### src/hdl/ezrd_pkg.sv
// Package: shared widths, phase and result-kind codes for the escape zero-run decoder
`timescale 1ns / 1ps

package ezrd_pkg;

    // fixed field widths
    localparam int unsigned ByteW   = 8;
    localparam int unsigned KindW   = 2;
    localparam int unsigned RepeatW = 16;
    localparam int unsigned TotalW  = 24;
    localparam int unsigned CapW    = 24;
    localparam int unsigned HighW   = 7;

    // default width of the per-stream byte counter
    localparam int unsigned OutCountWidthDef = 24;

    // configuration bus
    localparam int unsigned ApbDataW = 32;
    localparam int unsigned ApbAddrW = 3;

    // register reset values
    localparam logic [CapW-1:0] CapReset = '1;

    // result kinds
    typedef enum logic [KindW-1:0] {
        KIND_RUN   = 2'd0,
        KIND_END   = 2'd1,
        KIND_OVF   = 2'd2,
        KIND_TRUNC = 2'd3
    } t_kind;

    // register indexes
    localparam logic REG_OUT_CAPACITY = 1'b0;

    // decoder phase, one-hot
    typedef enum logic [4:0] {
        PH_ESC  = 5'b00001,
        PH_DATA = 5'b00010,
        PH_CODE = 5'b00100,
        PH_LOW  = 5'b01000,
        PH_DROP = 5'b10000
    } t_phase;

    // code bytes after an escape
    localparam logic [ByteW-1:0] CODE_END     = 8'h00;
    localparam logic [ByteW-1:0] CODE_ESCAPE  = 8'h01;
    localparam logic [RepeatW-1:0] LongBias   = 16'h0080;

endpackage

### src/hdl/ezrd_in_if.sv
// Interface: input channel carrying one compressed byte per word
`timescale 1ns / 1ps

interface ezrd_in_if;
    logic                        valid;
    logic                        ready;
    logic [ezrd_pkg::ByteW-1:0]  in_byte;
    logic                        last_in;

    modport source (output valid, output in_byte, output last_in, input ready);
    modport sink   (input valid, input in_byte, input last_in, output ready);
endinterface

### src/hdl/ezrd_out_if.sv
// Interface: result channel carrying one decoded run or stream event per word
`timescale 1ns / 1ps

interface ezrd_out_if;
    logic                          valid;
    logic                          ready;
    logic [ezrd_pkg::KindW-1:0]    kind;
    logic [ezrd_pkg::ByteW-1:0]    out_value;
    logic [ezrd_pkg::RepeatW-1:0]  repeat_count;
    logic [ezrd_pkg::TotalW-1:0]   total_written;

    modport source (output valid, output kind, output out_value, output repeat_count,
                    output total_written, input ready);
    modport sink   (input valid, input kind, input out_value, input repeat_count,
                    input total_written, output ready);
endinterface

### src/hdl/escape_zero_run_decoder.sv
// Top level: escape-code zero-run decoder with APB capacity register
//
//  port      | dir | word                                         | handshake
//  ----------+-----+----------------------------------------------+-------------
//  i_in      | in  | in_byte, last_in                             | valid/ready
//  o_out     | out | kind, out_value, repeat_count, total_written | valid/ready
//  APB       | in  | out_capacity at byte address 0               | pready tied
//
//  One input word per cycle. A word is decoded in the cycle it is accepted and
//  its result, if any, sits in the output register from the next cycle.
//  Input ready is high while the output register is empty or being drained, so
//  the output register alone sets the rate under back-pressure.
//  Synchronous active-low reset: phase returns to awaiting the escape byte,
//  counters clear, out_capacity returns to all ones.
`timescale 1ns / 1ps

module escape_zero_run_decoder #(
    parameter int unsigned OUT_COUNT_WIDTH = ezrd_pkg::OutCountWidthDef
) (
    input  logic                              i_clk,
    input  logic                              i_rst_n,
    ezrd_in_if.sink                           i_in,
    ezrd_out_if.source                        o_out,
    input  logic                              psel,
    input  logic                              penable,
    input  logic                              pwrite,
    input  logic [ezrd_pkg::ApbAddrW-1:0]     paddr,
    input  logic [ezrd_pkg::ApbDataW-1:0]     pwdata,
    output logic [ezrd_pkg::ApbDataW-1:0]     prdata,
    output logic                              pready
);

    localparam int unsigned W  = OUT_COUNT_WIDTH;
    // sum width: holds counter + longest run and the capacity, plus a carry
    localparam int unsigned SW = ((W > ezrd_pkg::CapW) ? W : ezrd_pkg::CapW) + 1;

    // state
    ezrd_pkg::t_phase               r_phase, n_phase;
    logic [ezrd_pkg::ByteW-1:0]     r_esc, n_esc;
    logic [ezrd_pkg::HighW-1:0]     r_high, n_high;
    logic [W-1:0]                   r_bw, n_bw;
    logic [ezrd_pkg::CapW-1:0]      r_cap;

    // output register
    logic                           r_out_valid;
    ezrd_pkg::t_kind                r_kind, n_kind;
    logic [ezrd_pkg::ByteW-1:0]     r_value, n_value;
    logic [ezrd_pkg::RepeatW-1:0]   r_count, n_count;
    logic [ezrd_pkg::TotalW-1:0]    r_total, n_total;
    logic                           n_res;

    logic                           in_acc;
    logic                           cfg_wr;
    logic                           last;
    logic [ezrd_pkg::ByteW-1:0]     b;

    // run evaluation
    logic                           run_req;
    logic [ezrd_pkg::ByteW-1:0]     run_value;
    logic [ezrd_pkg::RepeatW-1:0]   run_count;
    logic [SW-1:0]                  run_sum;
    logic [SW-1:0]                  bw_ext;
    logic                           run_ovf;

    assign i_in.ready = !r_out_valid || o_out.ready;
    assign in_acc     = i_in.valid && i_in.ready;
    assign last       = i_in.last_in;
    assign b          = i_in.in_byte;

    // APB: single register, writes complete in the access cycle
    assign pready = 1'b1;
    assign cfg_wr = psel && penable && pwrite && (paddr[2] == ezrd_pkg::REG_OUT_CAPACITY);
    always_comb begin
        if (paddr[2] == ezrd_pkg::REG_OUT_CAPACITY) begin
            prdata = ezrd_pkg::ApbDataW'(r_cap);
        end else begin
            prdata = '0;
        end
    end

    // overflow check on the candidate run
    assign bw_ext  = SW'(r_bw);
    assign run_sum = bw_ext + SW'(run_count);
    assign run_ovf = (run_sum > SW'(r_cap)) || (run_sum[SW-1:W] != '0);

    // decode of one byte
    always_comb begin
        n_phase   = r_phase;
        n_esc     = r_esc;
        n_high    = r_high;
        n_bw      = r_bw;
        n_res     = 1'b0;
        n_kind    = ezrd_pkg::KIND_RUN;
        n_value   = '0;
        n_count   = '0;
        n_total   = bw_ext[ezrd_pkg::TotalW-1:0];
        run_req   = 1'b0;
        run_value = '0;
        run_count = '0;

        unique case (r_phase)
            ezrd_pkg::PH_ESC: begin
                n_esc = b;
                n_bw  = '0;
                if (last) begin
                    n_res   = 1'b1;
                    n_kind  = ezrd_pkg::KIND_TRUNC;
                    n_total = '0;
                end else begin
                    n_phase = ezrd_pkg::PH_DATA;
                end
            end
            ezrd_pkg::PH_DATA: begin
                if (b != r_esc) begin
                    run_req   = 1'b1;
                    run_value = b;
                    run_count = ezrd_pkg::RepeatW'(1);
                end else if (last) begin
                    n_res  = 1'b1;
                    n_kind = ezrd_pkg::KIND_TRUNC;
                    n_bw   = '0;
                    n_phase = ezrd_pkg::PH_ESC;
                end else begin
                    n_phase = ezrd_pkg::PH_CODE;
                end
            end
            ezrd_pkg::PH_CODE: begin
                if (b == ezrd_pkg::CODE_END) begin
                    n_res   = 1'b1;
                    n_kind  = ezrd_pkg::KIND_END;
                    n_bw    = '0;
                    n_phase = ezrd_pkg::PH_ESC;
                end else if (b == ezrd_pkg::CODE_ESCAPE) begin
                    run_req   = 1'b1;
                    run_value = r_esc;
                    run_count = ezrd_pkg::RepeatW'(1);
                end else if (!b[7]) begin
                    run_req   = 1'b1;
                    run_count = ezrd_pkg::RepeatW'(b);
                end else begin
                    n_high = b[ezrd_pkg::HighW-1:0];
                    if (last) begin
                        n_res   = 1'b1;
                        n_kind  = ezrd_pkg::KIND_TRUNC;
                        n_bw    = '0;
                        n_phase = ezrd_pkg::PH_ESC;
                    end else begin
                        n_phase = ezrd_pkg::PH_LOW;
                    end
                end
            end
            ezrd_pkg::PH_LOW: begin
                run_req   = 1'b1;
                run_count = {1'b0, r_high, b} + ezrd_pkg::LongBias;
            end
            ezrd_pkg::PH_DROP: begin
                if (last) begin
                    n_bw    = '0;
                    n_phase = ezrd_pkg::PH_ESC;
                end
            end
            default: begin
                n_phase = ezrd_pkg::PH_ESC;
            end
        endcase

        // run outcome: overflow wins over truncation
        if (run_req) begin
            n_res = 1'b1;
            if (run_ovf || last) begin
                n_kind  = run_ovf ? ezrd_pkg::KIND_OVF : ezrd_pkg::KIND_TRUNC;
                n_bw    = '0;
                n_phase = last ? ezrd_pkg::PH_ESC : ezrd_pkg::PH_DROP;
            end else begin
                n_kind  = ezrd_pkg::KIND_RUN;
                n_value = run_value;
                n_count = run_count;
                n_bw    = run_sum[W-1:0];
                n_total = run_sum[ezrd_pkg::TotalW-1:0];
                n_phase = ezrd_pkg::PH_DATA;
            end
        end else if (n_res && (n_kind == ezrd_pkg::KIND_TRUNC)) begin
            // truncation outside a run also drops to awaiting escape
            n_phase = ezrd_pkg::PH_ESC;
        end
    end

    // state and configuration registers
    always_ff @(posedge i_clk) begin
        if (!i_rst_n) begin
            r_phase <= ezrd_pkg::PH_ESC;
            r_esc   <= '0;
            r_high  <= '0;
            r_bw    <= '0;
            r_cap   <= ezrd_pkg::CapReset;
        end else begin
            if (in_acc) begin
                r_phase <= n_phase;
                r_esc   <= n_esc;
                r_high  <= n_high;
                r_bw    <= n_bw;
            end
            if (cfg_wr) begin
                r_cap <= pwdata[ezrd_pkg::CapW-1:0];
            end
        end
    end

    // output register
    always_ff @(posedge i_clk) begin
        if (!i_rst_n) begin
            r_out_valid <= 1'b0;
        end else if (in_acc && n_res) begin
            r_out_valid <= 1'b1;
        end else if (o_out.ready) begin
            r_out_valid <= 1'b0;
        end
    end

    always_ff @(posedge i_clk) begin
        if (in_acc && n_res) begin
            r_kind  <= n_kind;
            r_value <= n_value;
            r_count <= n_count;
            r_total <= n_total;
        end
    end

    assign o_out.valid         = r_out_valid;
    assign o_out.kind          = r_kind;
    assign o_out.out_value     = r_value;
    assign o_out.repeat_count  = r_count;
    assign o_out.total_written = r_total;

endmodule
### src/flat_wrapper.sv
// flat-port wrapper written by rule: the top's interface ports become plain ports
module escape_zero_run_decoder_flat 
#(
    parameter int unsigned OUT_COUNT_WIDTH = ezrd_pkg::OutCountWidthDef
)
  (i_clk, i_rst_n, psel, penable, pwrite, paddr, pwdata, prdata, pready, i_in_valid, i_in_in_byte, i_in_last_in, i_in_ready, o_out_valid, o_out_kind, o_out_out_value, o_out_repeat_count, o_out_total_written, o_out_ready);
  ezrd_in_if i_in_i ();
  ezrd_out_if o_out_i ();
  input  logic i_clk;
  input  logic i_rst_n;
  input  logic psel;
  input  logic penable;
  input  logic pwrite;
  input  logic [ezrd_pkg::ApbAddrW-1:0] paddr;
  input  logic [ezrd_pkg::ApbDataW-1:0] pwdata;
  output logic [ezrd_pkg::ApbDataW-1:0] prdata;
  output logic pready;
  input wire logic [$bits(i_in_i.valid)-1:0] i_in_valid;
  input wire logic [$bits(i_in_i.in_byte)-1:0] i_in_in_byte;
  input wire logic [$bits(i_in_i.last_in)-1:0] i_in_last_in;
  output wire logic [$bits(i_in_i.ready)-1:0] i_in_ready;
  output wire logic [$bits(o_out_i.valid)-1:0] o_out_valid;
  output wire logic [$bits(o_out_i.kind)-1:0] o_out_kind;
  output wire logic [$bits(o_out_i.out_value)-1:0] o_out_out_value;
  output wire logic [$bits(o_out_i.repeat_count)-1:0] o_out_repeat_count;
  output wire logic [$bits(o_out_i.total_written)-1:0] o_out_total_written;
  input wire logic [$bits(o_out_i.ready)-1:0] o_out_ready;
  assign i_in_i.valid = i_in_valid;
  assign i_in_i.in_byte = i_in_in_byte;
  assign i_in_i.last_in = i_in_last_in;
  assign i_in_ready = i_in_i.ready;
  assign o_out_valid = o_out_i.valid;
  assign o_out_kind = o_out_i.kind;
  assign o_out_out_value = o_out_i.out_value;
  assign o_out_repeat_count = o_out_i.repeat_count;
  assign o_out_total_written = o_out_i.total_written;
  assign o_out_i.ready = o_out_ready;
  escape_zero_run_decoder #(.OUT_COUNT_WIDTH(OUT_COUNT_WIDTH)) u_core (.i_clk(i_clk), .i_rst_n(i_rst_n), .i_in(i_in_i), .o_out(o_out_i), .psel(psel), .penable(penable), .pwrite(pwrite), .paddr(paddr), .pwdata(pwdata), .prdata(prdata), .pready(pready));
endmodule
### config.mk
export PLATFORM = sky130hd
export DESIGN_NAME = escape_zero_run_decoder_flat
export DESIGN_NICKNAME = d
export VERILOG_FILES = /design/src/hdl/ezrd_pkg.sv /design/src/hdl/ezrd_in_if.sv /design/src/hdl/ezrd_out_if.sv /design/src/hdl/escape_zero_run_decoder.sv /design/src/flat_wrapper.sv
export SDC_FILE = /design/constraint.sdc
export NUM_CORES = 1
export LEC_CHECK = 0
export BUFFER_PORTS_ARGS = -buffer_cell sky130_fd_sc_hd__buf_2
export CAP_MARGIN = 40
export CORE_MARGIN = 2
export CORE_UTILIZATION = 30
export CTS_BUF_LIST = sky130_fd_sc_hd__clkbuf_16
export DETAILED_ROUTE_END_ITERATION = 8
export SYNTH_ARGS = -nofsm -noshare
export SYNTH_HDL_FRONTEND = slang
export SYNTH_SLANG_ARGS = --single-unit
### constraint.sdc
create_clock -name i_clk -period 8.98 [get_ports i_clk]
set_clock_uncertainty 0.15 [all_clocks]
set_input_delay 1.796 -clock i_clk [delete_from_list [all_inputs] [get_ports i_clk]]
set_output_delay 1.796 -clock i_clk [all_outputs]
set_load 0.03 [all_outputs]
Word-level counts from Yosys, hierarchy flattened --
Index checks and enable logic that the tools add are counted.
Storage, ports and cells: bits in writable memories 0, latch bits 0, memories 0, output and inout bits 85, bits of input ports 51, register bits 119, logic and storage cells 109, ROM bits 0
Operators by class: order comparisons 1, $add $sub $neg 2, bitwise gates (word level) 4, $mul 0, reductions and logical operators 18, equality and inequality tests 17, muxes and demuxes 57, divide/modulo/power cells 0, shift-type cells 0
Operators by type and width (number):
- 24-bit 2-to-1 mux | 11
- 24-bit one-hot mux with 4 select lines | 1
- 5-bit 2-to-1 mux | 10
- 16-bit one-hot mux with 3 select lines | 1
- 16-bit 2-to-1 mux | 2
- 24-bit by 16-bit adder with 25-bit output | 1
- 25-bit by 24-bit > comparator with 1-bit output | 1
- 5-bit one-hot mux with 5 select lines | 1
- 8-bit 2-to-1 mux | 3
- 15-bit by 8-bit adder with 16-bit output (second input constant) | 1
- 4-bit by 2-bit != test with 1-bit output (second input constant) | 4
- 8-bit one-hot mux with 2 select lines | 1
- 1-bit 2-to-1 mux | 14
- 2-bit 2-to-1 mux | 7
- 5-bit AND reduction | 2
- 8-bit by 1-bit equality test with 1-bit output (second input constant) | 1
- 8-bit zero test | 1
- 8-bit != test | 1
- 7-bit 2-to-1 mux | 1
- 7-bit AND reduction | 1
- 1-bit logical AND | 6
- 1-bit one-hot mux with 3 select lines | 2
- 2-bit one-hot mux with 3 select lines | 1
- 5-bit by 1-bit equality test with 1-bit output (second input constant) | 1
- other kinds (19) | 24

Depth between registers and ports, before layout --
Gate-level depths: netlist (run 1).
depth in word-level cells 10, gate-level depth with buffers 27, depth with buffers taken out 22

Least setup slack after synthesis (run 1) --
No wires, ideal clock.
path type input-to-reg, start input i_in_in_byte[0], end register u_core.r_total (netlist bit u_core.o_out.total_written[1]) (data pin), library setup time 267 ps, arrival 6411 ps, path buffers 4, setup slack 2152 ps, stages on the path 25, data required time 8563 ps, cells stage by stage clkbuf_1 -> xor2_1 -> nor4_1 -> a21oi_1 -> clkbuf_1 -> a21o_1 -> ha_1 -> inv_1 -> fa_1 -> nor2b_1 -> o2111ai_1 -> nand3_1 -> nand3_1 -> and2_1 -> buf_2 -> nor3_1 -> xnor2_1 -> ha_1 -> nand4_1 -> nor4_1 -> o221ai_1 -> a32o_1 -> o211ai_2 -> clkbuf_1 -> o21ai_0
On the way: cells in the longest elaborated chain, start to end 10, elaborated cells on any way between the ends 19, those cells by class add/sub (2); order compare (1); eq/ne (2); mux (11); reduce/logical (3)
RTL lines:
- start, declared | line flat_wrapper.sv:19 | input wire logic [$bits(i_in_i.in_byte)-1:0] i_in_in_byte;
- branches (longest 3 deep; another with 15-bit by 8-bit adder with 16-bit output)
- 16-bit one-hot mux with 3 select lines * | line escape_zero_run_decoder.sv:101 | unique case (r_phase)
- named net u_core.run_count, one bit | line escape_zero_run_decoder.sv:60 | logic [ezrd_pkg::RepeatW-1:0] run_count;
- 24-bit by 16-bit adder with 25-bit output * | line escape_zero_run_decoder.sv:83 | assign run_sum = bw_ext + SW'(run_count);
- 25-bit by 24-bit > comparator with 1-bit output | line escape_zero_run_decoder.sv:84 | assign run_ovf = (run_sum > SW'(r_cap)) || (run_sum[SW-1:W] != '0);
- 1-bit logical OR | line escape_zero_run_decoder.sv:84
- 1-bit logical OR | line escape_zero_run_decoder.sv:170 | if (run_ovf || last) begin
- 24-bit 2-to-1 mux * | line escape_zero_run_decoder.sv:170
- 24-bit 2-to-1 mux * | line escape_zero_run_decoder.sv:168 | if (run_req) begin
- named net u_core.n_total, one bit | line escape_zero_run_decoder.sv:49 | logic [ezrd_pkg::TotalW-1:0] r_total, n_total;
- end signal, assigned | line escape_zero_run_decoder.sv:225 | r_total <= n_total;
- end, declared | line escape_zero_run_decoder.sv:49
Mark *: on every way through the listed nets, which the timed path passes. A chain may end at the register's enable or synchronous reset.

Worst setup path after layout (run 1) --
start input i_in_in_byte[6], end register u_core.r_bw[13]
On the way: cells in the longest elaborated chain, start to end 10, elaborated cells on any way between the ends 26, those cells by class add/sub (2); order compare (1); eq/ne (5); mux (13); reduce/logical (5)
RTL lines:
- 8-bit by 1-bit equality test with 1-bit output | line escape_zero_run_decoder.sv:133 | end else if (b == ezrd_pkg::CODE_ESCAPE) begin
- 16-bit 2-to-1 mux | line escape_zero_run_decoder.sv:133
- 16-bit 2-to-1 mux * | line escape_zero_run_decoder.sv:128 | if (b == ezrd_pkg::CODE_END) begin
- 16-bit one-hot mux with 3 select lines * | line escape_zero_run_decoder.sv:101
- named net u_core.run_count, one bit | line escape_zero_run_decoder.sv:60
- 24-bit by 16-bit adder with 25-bit output * | line escape_zero_run_decoder.sv:83
- 25-bit by 24-bit > comparator with 1-bit output | line escape_zero_run_decoder.sv:84
- 1-bit logical OR | line escape_zero_run_decoder.sv:84
- 1-bit logical OR | line escape_zero_run_decoder.sv:170
- 24-bit 2-to-1 mux * | line escape_zero_run_decoder.sv:170
- 24-bit 2-to-1 mux * | line escape_zero_run_decoder.sv:168
- end signal, assigned | line escape_zero_run_decoder.sv:201 | r_bw <= n_bw;
- end, declared | line escape_zero_run_decoder.sv:41 | logic [W-1:0] r_bw, n_bw;
The timed path passes the listed nets; every way through them passes the cells marked *.

==> results of run 1 <==
## metrics by stage
step / instances / total power [mW] / area [um^2] / worst slack [ps] / util
final: 1168 / 1.43 / 8290 / 1340 / 0.367
after global placement: 1134 / 0.759 / 7650 / 892 / 0.339
after floorplan: 776 / 0.715 / 6920 / 2150 / -
after detailed placement: 1136 / 0.762 / 7700 / 966 / 0.341
after CTS: 1168 / 1.45 / 8290 / 1390 / 0.367
after global routing: 1168 / 1.48 / 8290 / 860 / 0.367
## worst min-delay path by stage
stage | endpoint | slack [ps]
after global placement | u_core.r_bw[15] | 320
after floorplan | u_core.r_bw[15] | 310
final | u_core.r_bw[15] | 350
after global routing | u_core.r_bw[15] | 400
after CTS | u_core.r_bw[15] | 350
after detailed placement | u_core.r_bw[15] | 340
## final cells by class
| type | count | share of cell area |
|---|---|---|
| Sequential cell | 119 | 0.348 |
| Multi-Input combinational cell | 566 | 0.439 |
| Timing Repair Buffer | 122 | 0.0794 |
| Inverter | 44 | 0.0199 |
| Tap cell | 285 | 0.0430 |
| Clock inverter | 15 | 0.0196 |
| Clock buffer | 17 | 0.0513 |
## Yosys cell counts (all sizes together), types with 2 or more instances
library cell,number
inv,43
and3,4
nand2,82
o21a,4
clkbuf,26
nand2b,2
or3,7
dfxtp,69
a21o,13
nand4,8
edfxtp,50
nor4b,2
a32o,2
ha,41
a31o,2
xnor2,18
conb,2
nor3b,5
nand3,20
nor4,4
a22oi,26
and2,17
a211oi,5
or3b,2
nor2b,22
o21bai,2
nand4b,4
a31oi,7
buf,21
o21ai,32
nor3,19
o211ai,33
nor2,85
or4,2
nand3b,4
a21oi,31
xor2,17
mux2i,16
o211a,2
a211o,2
## power by group
part,switching (mW),internal [mW]
combinational,0.113,0.0442
sequential,0.00802,0.584
clock,0.250,0.432
total,0.371,1.06
## state kept, by name (all words and copies together) (netlist names)
signal                      flops
u_core.o_out.total_written     24
u_core.r_bw                    24
u_core.r_cap                   24
u_core.o_out.repeat_count      16
u_core.o_out.out_value          8
u_core.r_esc                    8
u_core.r_high                   7
u_core.r_phase                  5
u_core.o_out.kind               2
u_core.o_out.valid              1
## routing by layer
metal	GRT usage	vias up	wire, um
li1	-	2941	-
met1	0.183	2737	7990
met2	0.259	95	9110
met3	0.0411	24	762
met4	0.0467	0	333
met5	0	-	0
## logic make-up after synthesis
family | count (synthesis)
adder cells (fa/ha/maj) | 42
XOR/XNOR | 35
AO/OA/AOI/OAI | 171
AND/OR/NAND/NOR | 293
multiplexers | 16
flip-flops | 119
buffers and inverters | 91
other | 2
==> impl_metrics.py, run 1 <==
metrics = {
    "critical_path": {
        "critPathCapture": "u_core.r_bw[13]",
        "reg2reg_depth": 23,
        "crit_fanout": 20,
        "crit_slowest_cell": "a211oi_1",
        "worstReg2RegEnd": "u_core.r_bw[13]",
        "critical-path-max-stage-delay_ps": 590,
        "criticalPathCategory": "primary input to flop",
        "start_kind": "primary input",
        "rr_startpoint": "u_core.r_phase[4]",
        "crit_path_start": "i_in_in_byte[6]",
        "end_kind": "flop",
        "cp.arrival_ps": 7800,
        "path_cells": "buf_2, or4_4, nor4_1, o21ai_2, and2_1, ha_1, nor2b_1, a31oi_1, o211ai_1, o31ai_1, a211oi_1, xor2_1, ha_1, nand3_1, nor4_1, o221ai_1, a32o_1, o211a_1, buf_4, a32oi_1, nor2b_1",
        "crit_family": "compound AO/OA/AOI/OAI gates",
        "cp.depth": 21,
        "reg2reg_slack_ps": 1830,
        "critPathBufInv": 2,
        "worstPathRequired_ps": 9140,
    },
    "layout": {
        "mostFrequentLayoutCells": "116 x buf_2, 84 x nor2_1, 82 x nand2_1, 69 x dfxtp_1, 50 x edfxtp_1",
        "seqCellArea_um2": 2880,
        "layout_commonest_cell": "buf_2",
        "multiInputGateArea_um2": 3640,
        "final_layout_size_suffix_gt1_frac": 0.189,
        "synthToLayoutAreaGrowth_pct": 20.3,
        "final_nets": 963,
        "antennaDiodeCount": 0,
        "fillerInstances": 2348,
    },
    "worst_hold_path": {
        "holdCritStartpoint": "u_core.r_bw[15]",
        "hold_depth": 1,
        "min_path_type": "flop to flop",
    },
    "grt": {
        "grt_pass1_vias": 5419,
        "grt_pass1_wl_um": 28500,
        "grt.overflow.total": 0,
        "grt_use_total": 0.150,
        "grt_max_degree": 51,
        "antenna_found_initial": 0,
    },
    "placed_design": {
        "gp_congestion": 0.833,
        "hpwlAfterDp_um": 13300,
        "portBuffers": 116,
    },
    "routing": {
        "drtIter0Drc": 358,
        "ant_nets": 0,
        "viasPerCell": 4.96,
        "drt_pass1_iterations": 5,
        "wl_per_cell_um": 15.6,
        "routed_wl_um": 18200,
        "drc": 0,
        "vias": 5797,
    },
    "sta": {
        "maxSlewHeadroom": 0.410,
        "worstMarginPinSlew_ps": 883,
        "setup_violations": 0,
        "fmax_mhz": 131,
        "fin_setup_tns_ps": 0,
        "drv_slew": 0,
        "rsz0062_at_grt": "no",
        "fin_hold_ws_ps": 353,
        "min_period_over_period": 0.851,
        "fin_crit_ps": 7640,
        "hold_violations": 0,
    },
    "clock_network": {
        "post_cts_resized": 0,
        "post_cts_buffers": 0,
        "clock_path_buffers": 2,
        "cts_htree_levels": 4,
        "cts_sinks": 119,
        "clk_root_buffer_cell": "clkbuf_16",
        "cts_buffers": 17,
        "cts_tree": "yes",
        "clkTransAtPathRegs_ps": 50,
        "holdBufCountCts": 0,
        "insertion_delay_ps": 420,
    },
    "yosys": {
        "synthTopCellsByArea": "edfxtp_1 22%, dfxtp_1 20%, ha_1 7.4%",
        "synth-main-ff-cell": "dfxtp_1",
        "synth_edf_count": 50,
        "ys_ff_latch": 119,
        "synth_xor_area_frac": 0.0445,
        "synth-adder-area-share": 0.0773,
        "ys_async_sr_fraction": 0,
        "synthCells": 769,
        "synth_cell_types": 67,
        "postSynthAreaPerCell_um2": 8.96,
        "ys_warn_count": 0,
        "synthSimpleGateAreaFrac": 0.209,
        "synthMuxAreaShare": 0.0232,
        "synth-compound-area-share": 0.168,
        "syn-cell-area_um2": 6890,
        "seq_area_frac_synth": 0.418,
        "synth_top_area_cell": "edfxtp_1",
        "synth_top_area_share": 0.218,
        "synth_top_family_by_area": "simple AND/OR/NAND/NOR gates",
    },
    "floorplan": {
        "initial_core_util": 0.305,
        "die_h_um": 156,
        "dieArea_um2": 24200,
        "top_level_ports": 136,
        "rows": 55,
        "die_w_um": 156,
        "core_um2": 22600,
    },
    "pwr": {
        "power.leakage_nw": 3.59,
        "power_density_nw_per_um2": 173,
        "max-vdd-ir-drop_uv": 111,
    },
    "job": {
        "maxCapViolCount": 0,
    },
    "run_status": {
        "status": "finished, final reports clean",
    },
}
Note: power is estimated with default switching activity, not from simulation.
==> run 2: changes to the inputs <==
--- a/config.mk
+++ b/config.mk
@@ -7,10 +7,13 @@
 export LEC_CHECK = 0
 export BUFFER_PORTS_ARGS = -buffer_cell sky130_fd_sc_hd__buf_2
 export CAP_MARGIN = 40
+export CELL_PAD_IN_SITES_DETAIL_PLACEMENT = 1
+export CELL_PAD_IN_SITES_GLOBAL_PLACEMENT = 1
 export CORE_MARGIN = 2
 export CORE_UTILIZATION = 30
 export CTS_BUF_LIST = sky130_fd_sc_hd__clkbuf_16
 export DETAILED_ROUTE_END_ITERATION = 8
+export PLACE_DENSITY_LB_ADDON = 0.1
 export SYNTH_ARGS = -nofsm -noshare
 export SYNTH_HDL_FRONTEND = slang
 export SYNTH_SLANG_ARGS = --single-unit
==> impl_metrics.py, run 2 (synthesized netlist as in run 1, its figures left out) <==
metrics = {
    "routing": {
        "top_layer_used": "met4",
        "drt_pass1_iterations": 4,
        "dr_wl_met2_um": 10000,
        "wl_per_cell_um": 17.8,
        "ant_nets": 0,
        "drtIter0Drc": 246,
        "drc": 0,
        "met1_length_um": 9720,
        "viasPerCell": 5.09,
        "vias": 5975,
        "wl_met3_um": 624,
        "routed_wl_um": 20900,
    },
    "critical_path": {
        "worstReg2RegEnd": "u_core.o_out.total_written[7]",
        "criticalPathCategory": "primary input to flop",
        "crit_fanout": 35,
        "cp.arrival_ps": 7540,
        "rr_startpoint": "u_core.r_phase[4]",
        "crit_path_start": "i_in_in_byte[6]",
        "critPathCapture": "u_core.o_out.total_written[7]",
        "end_kind": "flop",
        "start_kind": "primary input",
        "worstPathRequired_ps": 8980,
        "reg2reg_depth": 23,
        "reg2reg_slack_ps": 2450,
    },
    "floorplan": {
        "dieArea_um2": 24200,
        "core_um2": 22600,
        "initial_core_util": 0.305,
        "top_level_ports": 136,
        "die_h_um": 156,
        "die_w_um": 156,
        "rows": 55,
    },
    "grt": {
        "antenna_found_initial": 0,
        "grt_max_degree": 49,
        "grt.overflow.total": 0,
        "grt_use_total": 0.176,
        "grt_pass1_vias": 6211,
        "grt_pass1_wl_um": 33300,
    },
    "clock_network": {
        "post_cts_buffers": 0,
        "cts_tree": "yes",
        "cts_htree_levels": 4,
        "insertion_delay_ps": 430,
        "holdBufCountCts": 0,
        "clock_path_buffers": 2,
        "post_cts_resized": 0,
        "clkTransAtPathRegs_ps": 60,
        "clk_root_buffer_cell": "clkbuf_16",
        "cts_buffers": 17,
        "cts_sinks": 119,
    },
    "layout": {
        "stdcell_area_um2": 8370,
        "mostFrequentLayoutCells": "116 x buf_2, 84 x nor2_1, 82 x nand2_1, 69 x dfxtp_1, 50 x edfxtp_1",
        "final_nets": 968,
        "layout_commonest_cell": "buf_2",
        "final_layout_size_suffix_gt1_frac": 0.196,
        "fillerInstances": 2672,
        "synthToLayoutAreaGrowth_pct": 21.4,
        "multiInputGateArea_um2": 3640,
        "antennaDiodeCount": 0,
        "seqCellArea_um2": 2880,
    },
    "sta": {
        "setup_violations": 0,
        "hold_violations": 0,
        "fin_hold_ws_ps": 358,
        "rsz0062_at_grt": "no",
        "fin_crit_ps": 7540,
        "maxSlewHeadroom": 0.412,
        "fmax_mhz": 133,
        "min_period_over_period": 0.839,
        "worstMarginPinSlew_ps": 881,
        "fin_setup_tns_ps": 0,
        "drv_slew": 0,
    },
    "worst_hold_path": {
        "min_path_type": "flop to flop",
    },
    "placed_design": {
        "place_area_um2": 7760,
        "gp_congestion": 0.878,
        "portBuffers": 116,
        "hpwlAfterDp_um": 15600,
    },
    "job": {
        "maxCapViolCount": 0,
    },
    "pwr": {
        "max-vdd-ir-drop_uv": 79.4,
        "power_density_nw_per_um2": 174,
        "power.leakage_nw": 3.61,
    },
    "run_status": {
        "status": "finished, final reports clean",
    },
}
==> run 2: cell count changes in the layout (fill, tap and decap cells not counted), sizes merged <==
| cell | before | now |
|---|---|---|
| clkinvlp | 2 | 5 |
| buf | 122 | 127 |
| clkinv | 8 | 5 |
==> run 2: layout make-up <==
cell class / instances / area share
multi-input cells: 566 / 0.435
flip-flops and latches: 119 / 0.344
repair buffers: 127 / 0.0861
clock buffers: 17 / 0.0508
well taps: 285 / 0.0426
clock inverters: 15 / 0.0215
inverters: 44 / 0.0197
==> run 2: critical path, cell delays in order <==
cell and delay [ps]:
buf_2 150, or4_4 580, nor3_1 200, o21ai_0 100, and2_1 220, ha_1 240, a21o_1 210, a31o_2 210
a31oi_1 330, o211ai_1 260, o31ai_1 460, a211oi_1 280, xor2_1 220, ha_1 340, nand3_1 130, nor4_1 300
buf_4 180, o221ai_1 190, a32o_1 390, o211a_2 310, buf_12 230, nand2_1 70, o21ai_0 110
==> run 2: worst min-delay path by stage <==
| stage | start | endpoint | cells past startpoint |
|---|---|---|---|
| 5_1_grt | u_core.r_bw[15] | u_core.r_bw[15] | 1 |
| 6_report | u_core.r_bw[15] | u_core.r_bw[15] | 1 |
| 2_1_floorplan | u_core.r_bw[15] | u_core.r_bw[15] | 1 |
| 3_5_place_dp | u_core.r_bw[15] | u_core.r_bw[15] | 1 |
| 4_1_cts | u_core.r_bw[15] | u_core.r_bw[15] | 1 |
| 3_3_place_gp | u_core.r_bw[15] | u_core.r_bw[15] | 1 |
==> run 2: metrics by stage <==
step / utilization / power, mW / worst slack [ps] / instances
global route: 0.371 / 1.52 / 1040 / 1173
finish: 0.371 / 1.46 / 1440 / 1173
global placement: 0.342 / 0.760 / 1100 / 1139
CTS: 0.371 / 1.48 / 1430 / 1173
detailed placement: 0.344 / 0.768 / 998 / 1141
floorplan: - / 0.715 / 2150 / 776
==> run 2: layer usage <==
layer,vias up,track usage
met5,-,0
met3,28,0.0278
met4,0,0.0682
met2,109,0.293
li1,2937,-
met1,2901,0.231
==> run 2: power breakdown <==
group          internal, mW  switching (mW)  total (mW)
Clock                 0.437           0.268       0.705
Sequential            0.583         0.00771       0.591
Combinational        0.0470           0.117       0.164
Total                  1.07           0.393        1.46
